## src/rtl/core/lcfbs_pkg.sv

```systemverilog
`timescale 1ns / 1ps
// shared types, constants and the stuffing classifier for the led frame stuffer
// no dependencies

package lcfbs_pkg;

    localparam int MAX_LEDS_DEF = 128;
    localparam int QUEUE_DEPTH  = 2;

    localparam logic [7:0] START_BYTE = 8'h42;
    localparam logic [7:0] ESC_BYTE   = 8'h65;

    // escape codes; the code itself is the byte sent after the escape
    typedef logic [2:0] t_esc_code;
    localparam t_esc_code ESC_NONE = 3'd0;
    localparam t_esc_code ESC_23   = 3'd1;
    localparam t_esc_code ESC_42   = 3'd2;
    localparam t_esc_code ESC_65   = 3'd3;
    localparam t_esc_code ESC_66   = 3'd4;

    typedef struct packed {
        logic [7:0] num;
        logic [7:0] red;
        logic [7:0] green;
        logic [7:0] blue;
        t_esc_code  num_code;
        t_esc_code  red_code;
        t_esc_code  green_code;
        t_esc_code  blue_code;
    } t_record;

    function automatic t_esc_code stuff_code(input logic [7:0] b);
        t_esc_code c;
        case (b)
            8'h23:   c = ESC_23;
            8'h42:   c = ESC_42;
            8'h65:   c = ESC_65;
            8'h66:   c = ESC_66;
            default: c = ESC_NONE;
        endcase
        return c;
    endfunction

endpackage

```

## src/rtl/core/lcfbs_front.sv

```systemverilog
`timescale 1ns / 1ps
// front end: numbers leds within a frame, drops overflow leds, classifies bytes
// depends on lcfbs_pkg

module lcfbs_front #(
    parameter int MAX_LEDS = lcfbs_pkg::MAX_LEDS_DEF
) (
    input  logic               i_clk,
    input  logic               i_rst_n,
    input  logic               i_valid,
    input  logic               i_frame_start,
    input  logic [7:0]         i_red,
    input  logic [7:0]         i_green,
    input  logic [7:0]         i_blue,
    input  logic               i_full,
    output logic               o_push,
    output lcfbs_pkg::t_record o_record
);

    logic [7:0] r_led_number;
    logic [7:0] n_led_number;
    logic       accept;
    logic       keep;

    assign accept = i_valid && !i_full;
    // past the limit only a frame start gets through
    assign keep   = i_frame_start || (r_led_number < 8'(MAX_LEDS));
    assign o_push = accept && keep;

    always_comb begin
        n_led_number = r_led_number;
        if (o_push) begin
            n_led_number = i_frame_start ? 8'd1 : r_led_number + 8'd1;
        end
    end

    always_ff @(posedge i_clk) begin
        if (!i_rst_n) begin
            r_led_number <= 8'd0;
        end else begin
            r_led_number <= n_led_number;
        end
    end

    always_comb begin
        o_record.num        = n_led_number;
        o_record.red        = i_red;
        o_record.green      = i_green;
        o_record.blue       = i_blue;
        o_record.num_code   = lcfbs_pkg::stuff_code(n_led_number);
        o_record.red_code   = lcfbs_pkg::stuff_code(i_red);
        o_record.green_code = lcfbs_pkg::stuff_code(i_green);
        o_record.blue_code  = lcfbs_pkg::stuff_code(i_blue);
    end

endmodule

```

## src/rtl/core/lcfbs_queue.sv

```systemverilog
`timescale 1ns / 1ps
// short record queue between front end and serializer
// depends on lcfbs_pkg

module lcfbs_queue (
    input  logic               i_clk,
    input  logic               i_rst_n,
    input  logic               i_push,
    input  lcfbs_pkg::t_record i_record,
    input  logic               i_pop,
    output logic               o_full,
    output logic               o_valid,
    output lcfbs_pkg::t_record o_record
);

    localparam int DEPTH = lcfbs_pkg::QUEUE_DEPTH;
    localparam int PTR_W = (DEPTH > 1) ? $clog2(DEPTH) : 1;
    localparam int CNT_W = $clog2(DEPTH + 1);

    lcfbs_pkg::t_record r_mem [DEPTH];
    logic [PTR_W-1:0]   r_wr_ptr;
    logic [PTR_W-1:0]   r_rd_ptr;
    logic [CNT_W-1:0]   r_count;
    logic [PTR_W-1:0]   n_wr_ptr;
    logic [PTR_W-1:0]   n_rd_ptr;
    logic [CNT_W-1:0]   n_count;

    assign o_full   = (r_count == CNT_W'(DEPTH));
    assign o_valid  = (r_count != '0);
    assign o_record = r_mem[r_rd_ptr];

    always_comb begin
        n_wr_ptr = r_wr_ptr;
        n_rd_ptr = r_rd_ptr;
        n_count  = r_count;
        if (i_push) begin
            n_wr_ptr = (r_wr_ptr == PTR_W'(DEPTH - 1)) ? '0 : r_wr_ptr + PTR_W'(1);
        end
        if (i_pop) begin
            n_rd_ptr = (r_rd_ptr == PTR_W'(DEPTH - 1)) ? '0 : r_rd_ptr + PTR_W'(1);
        end
        if (i_push && !i_pop) begin
            n_count = r_count + CNT_W'(1);
        end else if (i_pop && !i_push) begin
            n_count = r_count - CNT_W'(1);
        end
    end

    always_ff @(posedge i_clk) begin
        if (!i_rst_n) begin
            r_wr_ptr <= '0;
            r_rd_ptr <= '0;
            r_count  <= '0;
        end else begin
            r_wr_ptr <= n_wr_ptr;
            r_rd_ptr <= n_rd_ptr;
            r_count  <= n_count;
        end
    end

    always_ff @(posedge i_clk) begin
        if (i_push) begin
            r_mem[r_wr_ptr] <= i_record;
        end
    end

endmodule

```

## src/rtl/core/lcfbs_serializer.sv

```systemverilog
`timescale 1ns / 1ps
// back end: walks one record and sends start byte plus stuffed fields, one word a cycle while not stalled
// depends on lcfbs_pkg

module lcfbs_serializer (
    input  logic               i_clk,
    input  logic               i_rst_n,
    input  logic               i_q_valid,
    input  lcfbs_pkg::t_record i_record,
    output logic               o_pop,
    input  logic               i_stall,
    output logic               o_valid,
    output logic [7:0]         o_tx_byte,
    output logic               o_record_end
);

    typedef enum logic [4:0] {
        SL_START = 5'b00001,
        SL_NUM   = 5'b00010,
        SL_RED   = 5'b00100,
        SL_GREEN = 5'b01000,
        SL_BLUE  = 5'b10000
    } t_slot;

    t_slot      r_slot;
    t_slot      n_slot;
    logic       r_second;
    logic       n_second;
    logic       r_valid;
    logic       n_valid;
    logic [7:0] r_byte;
    logic [7:0] n_byte;
    logic       r_end;
    logic       n_end;

    logic                 load;
    logic [7:0]           fld_byte;
    lcfbs_pkg::t_esc_code fld_code;

    // output register frees up when empty or taken this cycle
    assign load = i_q_valid && (!r_valid || !i_stall);

    always_comb begin
        case (r_slot)
            SL_NUM: begin
                fld_byte = i_record.num;
                fld_code = i_record.num_code;
            end
            SL_RED: begin
                fld_byte = i_record.red;
                fld_code = i_record.red_code;
            end
            SL_GREEN: begin
                fld_byte = i_record.green;
                fld_code = i_record.green_code;
            end
            SL_BLUE: begin
                fld_byte = i_record.blue;
                fld_code = i_record.blue_code;
            end
            default: begin
                fld_byte = lcfbs_pkg::START_BYTE;
                fld_code = lcfbs_pkg::ESC_NONE;
            end
        endcase
    end

    always_comb begin
        n_slot   = r_slot;
        n_second = r_second;
        n_valid  = r_valid;
        n_byte   = r_byte;
        n_end    = r_end;
        o_pop    = 1'b0;
        if (load) begin
            n_valid = 1'b1;
            n_end   = 1'b0;
            if (r_slot == SL_START) begin
                n_byte = lcfbs_pkg::START_BYTE;
                n_slot = SL_NUM;
            end else if (fld_code != lcfbs_pkg::ESC_NONE && !r_second) begin
                n_byte   = lcfbs_pkg::ESC_BYTE;
                n_second = 1'b1;
            end else begin
                n_byte   = r_second ? 8'(fld_code) : fld_byte;
                n_second = 1'b0;
                case (r_slot)
                    SL_NUM:   n_slot = SL_RED;
                    SL_RED:   n_slot = SL_GREEN;
                    SL_GREEN: n_slot = SL_BLUE;
                    default: begin
                        n_slot = SL_START;
                        n_end  = 1'b1;
                        o_pop  = 1'b1;
                    end
                endcase
            end
        end else if (!i_stall) begin
            n_valid = 1'b0;
        end
    end

    always_ff @(posedge i_clk) begin
        if (!i_rst_n) begin
            r_slot   <= SL_START;
            r_second <= 1'b0;
            r_valid  <= 1'b0;
        end else begin
            r_slot   <= n_slot;
            r_second <= n_second;
            r_valid  <= n_valid;
        end
    end

    always_ff @(posedge i_clk) begin
        r_byte <= n_byte;
        r_end  <= n_end;
    end

    assign o_valid      = r_valid;
    assign o_tx_byte    = r_byte;
    assign o_record_end = r_end;

endmodule

```

## src/rtl/core/led_color_frame_byte_stuffer.sv

```systemverilog
`timescale 1ns / 1ps
// top level of the led color frame byte stuffer
// depends on lcfbs_pkg, lcfbs_front, lcfbs_queue, lcfbs_serializer
//
// usage:
//   input channel (i_valid / o_stall) takes one led color per word, with
//   i_frame_start marking the first led of a frame. leds are numbered from 1.
//   output channel (o_valid / i_stall) gives one serial byte per word: 0x42,
//   then led number, red, green, blue, each stuffed as 0x65 plus code 1..4
//   for 0x23, 0x42, 0x65, 0x66. o_record_end flags the last byte of a led.
//   leds past MAX_LEDS in a frame are dropped and give no bytes.
// timing:
//   first byte of a led is registered in the record queue, then in the output register.
//   each led gives 5 to 9 output bytes, one byte per cycle from the serializer
//   while not stalled; a two-entry record queue lets the front take leds ahead.
//   o_stall rises only while that queue is full.
// reset (synchronous, active low) empties the queue and output register and
//   clears the led number, so the first led is numbered 1 without a frame start.
// a stalled output word holds; the serializer simply waits.

module led_color_frame_byte_stuffer #(
    parameter int MAX_LEDS = lcfbs_pkg::MAX_LEDS_DEF
) (
    input  logic       i_clk,
    input  logic       i_rst_n,
    input  logic       i_valid,
    output logic       o_stall,
    input  logic       i_frame_start,
    input  logic [7:0] i_red,
    input  logic [7:0] i_green,
    input  logic [7:0] i_blue,
    output logic       o_valid,
    input  logic       i_stall,
    output logic [7:0] o_tx_byte,
    output logic       o_record_end
);

    logic               q_full;
    logic               q_push;
    logic               q_pop;
    logic               q_valid;
    lcfbs_pkg::t_record push_rec;
    lcfbs_pkg::t_record head_rec;

    assign o_stall = q_full;

    lcfbs_front #(
        .MAX_LEDS (MAX_LEDS)
    ) u_front (
        .i_clk         (i_clk),
        .i_rst_n       (i_rst_n),
        .i_valid       (i_valid),
        .i_frame_start (i_frame_start),
        .i_red         (i_red),
        .i_green       (i_green),
        .i_blue        (i_blue),
        .i_full        (q_full),
        .o_push        (q_push),
        .o_record      (push_rec)
    );

    lcfbs_queue u_queue (
        .i_clk    (i_clk),
        .i_rst_n  (i_rst_n),
        .i_push   (q_push),
        .i_record (push_rec),
        .i_pop    (q_pop),
        .o_full   (q_full),
        .o_valid  (q_valid),
        .o_record (head_rec)
    );

    lcfbs_serializer u_ser (
        .i_clk        (i_clk),
        .i_rst_n      (i_rst_n),
        .i_q_valid    (q_valid),
        .i_record     (head_rec),
        .o_pop        (q_pop),
        .i_stall      (i_stall),
        .o_valid      (o_valid),
        .o_tx_byte    (o_tx_byte),
        .o_record_end (o_record_end)
    );

    a_no_pop_empty: assert property (@(posedge i_clk) disable iff (!i_rst_n)
        q_pop |-> q_valid)
        else $error("record popped from empty queue");

    a_no_push_full: assert property (@(posedge i_clk) disable iff (!i_rst_n)
        q_push |-> !q_full)
        else $error("record pushed into full queue");

    // an escape prefix never ends a record, so its code always follows
    a_esc_not_last: assert property (@(posedge i_clk) disable iff (!i_rst_n)
        (o_valid && o_tx_byte == lcfbs_pkg::ESC_BYTE) |-> !o_record_end)
        else $error("escape byte ends a record");

    // the word after a record end opens the next record
    a_next_is_start: assert property (@(posedge i_clk) disable iff (!i_rst_n)
        (o_valid && !i_stall && o_record_end) |=>
        (!o_valid || o_tx_byte == lcfbs_pkg::START_BYTE))
        else $error("record does not begin with start byte");

endmodule
```

## config.mk

```make
export PLATFORM = sky130hd
export DESIGN_NAME = led_color_frame_byte_stuffer
export DESIGN_NICKNAME = d
export VERILOG_FILES = /design/src/rtl/core/lcfbs_pkg.sv /design/src/rtl/core/lcfbs_front.sv /design/src/rtl/core/lcfbs_queue.sv /design/src/rtl/core/lcfbs_serializer.sv /design/src/rtl/core/led_color_frame_byte_stuffer.sv
export SDC_FILE = /design/constraint.sdc
export NUM_CORES = 1
export LEC_CHECK = 0
export BUFFER_PORTS_ARGS = -buffer_cell sky130_fd_sc_hd__buf_2
export CAP_MARGIN = 20
export CORE_ASPECT_RATIO = 1.75
export CORE_MARGIN = 1
export CORE_UTILIZATION = 29
export CTS_CLUSTER_DIAMETER = 80
export DETAILED_ROUTE_END_ITERATION = 8
export GPL_TIMING_DRIVEN = 0
export SLEW_MARGIN = 25
export SYNTH_ARGS = -nofsm -noshare
export SYNTH_HDL_FRONTEND = slang
export SYNTH_SLANG_ARGS = --single-unit
```

## constraint.sdc

```tcl
create_clock -name i_clk -period 3.87 [get_ports i_clk]
set_input_delay 0.1935 -clock i_clk [delete_from_list [all_inputs] [get_ports i_clk]]
set_output_delay 0.1935 -clock i_clk [all_outputs]
set_load 0.03 [all_outputs]
```

==> results.md <==
* Outcome: finished, final reports clean
* Slew Limit Headroom at 55.7%
* Arr. time, crit path at 3.39 ns
* Crit path max fanout at 10
* Pwr Total at 4.50 mW
* Vias per cell at 4.85
* Worst-Margin Slew at 0.659 ns
* Leak Pwr at 2.27 nW
* Sequential fraction of the synthesis area at 64.0%
* Biggest area consumer among synthesized cells: edfxtp_1
* H-tree levels at 4
* Largest net degree at the start of global routing at 22
* Synth Instances at 389
* DR WL/cell at 16.7 um
* Number of core rows at 64
* Cell area after placement at 5800 sq um
* Pre-antenna DRT Iters at 5
* CTS Buffer Depth at 2
* Sink Count at 117
* Pwr dens at 696 nW/um^2
* DR vias at 3403
* P&R area growth vs syn at 25.0%
* #FFs+latches synth at 117
* Vias in the first global route at 3613
* Share of the synthesized area in the top cell type at 56.3%
* Clock Skews at 0.00936 ns
* Post-synth top flop: edfxtp_1
* Cts hold-fix bufs at 5
* Initial antenna violation count at 0
* Max Slew Vio Count at 0
* Antenna Nets Post-Route at 0
* Cell variety after synth at 60
* CP Launch Type: flip-flop
* Congestion Overflow GR at 0
* Maximum VDD drop at 0.266 mV
* Initial DRC Count at 157
* Remaining DRCs at 0
* Final GP Congestion at 0.846
* Clock slew at reported path FFs at 0.06 ns
* Tcrit/Tclk final at 79.0%
* Setup bufs post-CTS at 0
* Overall routed net length at 11700 um
* Hold_sp: i_red[3]
* Number of max-cap violations at 0
* Max Freq at 327 MHz
* Yosys warning total at 0
* Syn Std Cell Area at 5180 sq um
* HP Class: input port to flip-flop
* Antenna cell count at 0
* EDFF count, synth at 97
* Layout cells sized above 1 at 22.8%
* FFs w/ async S/R, synth at 0%
* Root Driver: clkbuf_16
* Tmin final at 3.06 ns
* Starting Density at 29.7%
* Final-report hold violation count at 0
* DIE AREA at 18400 sq um
* IO Port Bufs at 38
* Syn Nets at 420
* All-Layer GR Usage at 13.7%
* HPWL after DPL at 8920 um
* Post-route cell area at 6470 sq um
* Die Ht at 179 um
* # IOs at 40
* CTS tree: done
* Total CTS buffers at 17
* Required time of the critical path at 4.21 ns
* First-pass GRT wire length at 18200 um
* Final Net Count at 488
* CTS resizes at 0
* CP endpoint kind: flip-flop
* WS Path Type: flip-flop to flip-flop
* Worst-skew pair later-pin latency at 0.41 ns
* RSZ-0062 raised after global routing: false
* Top area cells in the synthesized netlist: edfxtp_1 56%, dfxtp_1 7.7%, mux2i_1 7.5%, nor2_1 2.2%, o22ai_1 2.1%
* Die Wd at 103 um
* Core area at 17500 sq um
* Final setup fails at 0
* Synthesized area per cell at 13.3 sq um
## worst max-delay path, stage by stage, from the launching register on
cell	delay, ns
dfxtp_1	0.32
buf_6	0.15
buf_6	0.18
mux2i_1	0.32
o2111ai_1	0.26
o31ai_4	0.54
and2_1	0.27
inv_1	0.10
ha_1	0.32
or3_1	0.39
a21oi_1	0.14
## cells in the mapped netlist (all sizes together), types with 2 or more instances
| library cell | count |
|---|---|
| dfxtp | 20 |
| nor4 | 5 |
| clkbuf | 5 |
| o22ai | 17 |
| inv | 14 |
| o2111ai | 4 |
| a31oi | 6 |
| nor3b | 2 |
| nand4 | 5 |
| buf | 11 |
| nand3 | 18 |
| nor3 | 13 |
| nand4b | 5 |
| ha | 2 |
| nor2b | 5 |
| nor4b | 3 |
| xor2 | 5 |
| nand2b | 2 |
| o31ai | 3 |
| nand2 | 18 |
| mux2 | 10 |
| and3 | 4 |
| a22oi | 2 |
| mux2i | 39 |
| nor2 | 32 |
| nand3b | 2 |
| and2 | 2 |
| and3b | 2 |
| o21ai | 10 |
| edfxtp | 97 |
| a21oi | 10 |
## metrics by stage
step           TNS (ns)  cells  hold slack, ns  utilization [%]  worst slack (ns)
6_report              0    701         0.00472             37.1             0.812
5_1_grt               0    701         0.00111             37.1             0.612
4_1_cts               0    700        0.000223             37.0             0.770
3_5_place_dp          0    663           0.404             33.2             0.786
3_3_place_gp     -46.94    658           0.398             32.4            -0.646
2_1_floorplan         0    389           0.292                -             0.363
## area by class of cell
cell class	instances	area, sq um
clock inverter	14	185
fill	1711	11000
buffer	16	95.1
inverter	14	52.6
multi-input combinational	242	1730
clock buffer	18	429
sequential	117	3310
tap	231	289
timing repair buffer	49	372
## path summary, 6_finish.rpt
kind | to | slack (ns) | depth (start not counted)
hold / removal | u_queue.r_mem[0][31] | 0.005 | 1
setup reg to reg | u_queue.r_count[1] | 0.81 | 10
setup / recovery | u_queue.r_count[1] | 0.81 | 10
hold reg to reg | u_ser.o_valid | 0.48 | 2
## registers in the layout, indices dropped and copies added, names as in the netlist, named ones only
name / count
u_ser.r_slot: 5
u_ser.o_record_end: 1
u_queue.r_rd_ptr: 1
u_front.r_led_number: 8
u_queue.r_wr_ptr: 1
u_ser.o_valid: 1
u_ser.r_second: 1
u_queue.r_mem: 88
u_queue.r_count: 2
u_ser.o_tx_byte: 8
## power breakdown
| group | internal, mW | switching [mW] | total [mW] |
|---|---|---|---|
| registers | 1.64 | 0.0914 | 1.73 |
| clock network | 1.07 | 0.544 | 1.61 |
| logic | 0.454 | 0.705 | 1.16 |
| total | 3.16 | 1.34 | 4.50 |
## cell families after synthesis
family,after synthesis,synth area share [%]
fa+ha+maj,2,0.483
buf+inv,30,2.85
simple gates,123,13.4
mux,49,9.86
compound gates,63,8.53
xor+xnor,5,0.846
flops,117,64.0
## cells in the final DEF (no fill, tap or decap), types with 3 or more instances in the layout
master,n
edfxtp_1,97
buf_2,45
mux2i_1,39
nor2_1,30
dfxtp_1,20
nand3_1,17
o22ai_1,17
clkbuf_16,17
nand2_1,16
inv_1,14
nor3_1,12
o21ai_0,10
a21oi_1,9
clkbuf_1,6
a31oi_1,6
mux2_2,6
dlygate4sd3_1,6
nand4_1,5
xor2_1,5
nand4b_1,5
and3_1,4
buf_6,4
nor2b_1,4
bufinv_16,4
buf_16,4
nor4_1,3
nor4b_1,3
clkinv_1,3
clkinvlp_4,3
clkinv_4,3
## per-layer routing
| metal | wire length (um) | track usage, % | share of wire [%] |
|---|---|---|---|
| met5 | 0 | 0 | 0 |
| met4 | 705 | 10.4 | 6.0 |
| met3 | 313 | 3.31 | 2.7 |
| met2 | 6610 | 25.5 | 56 |
| met1 | 4090 | 12.3 | 35 |
(Power assumes the default switching activity.)
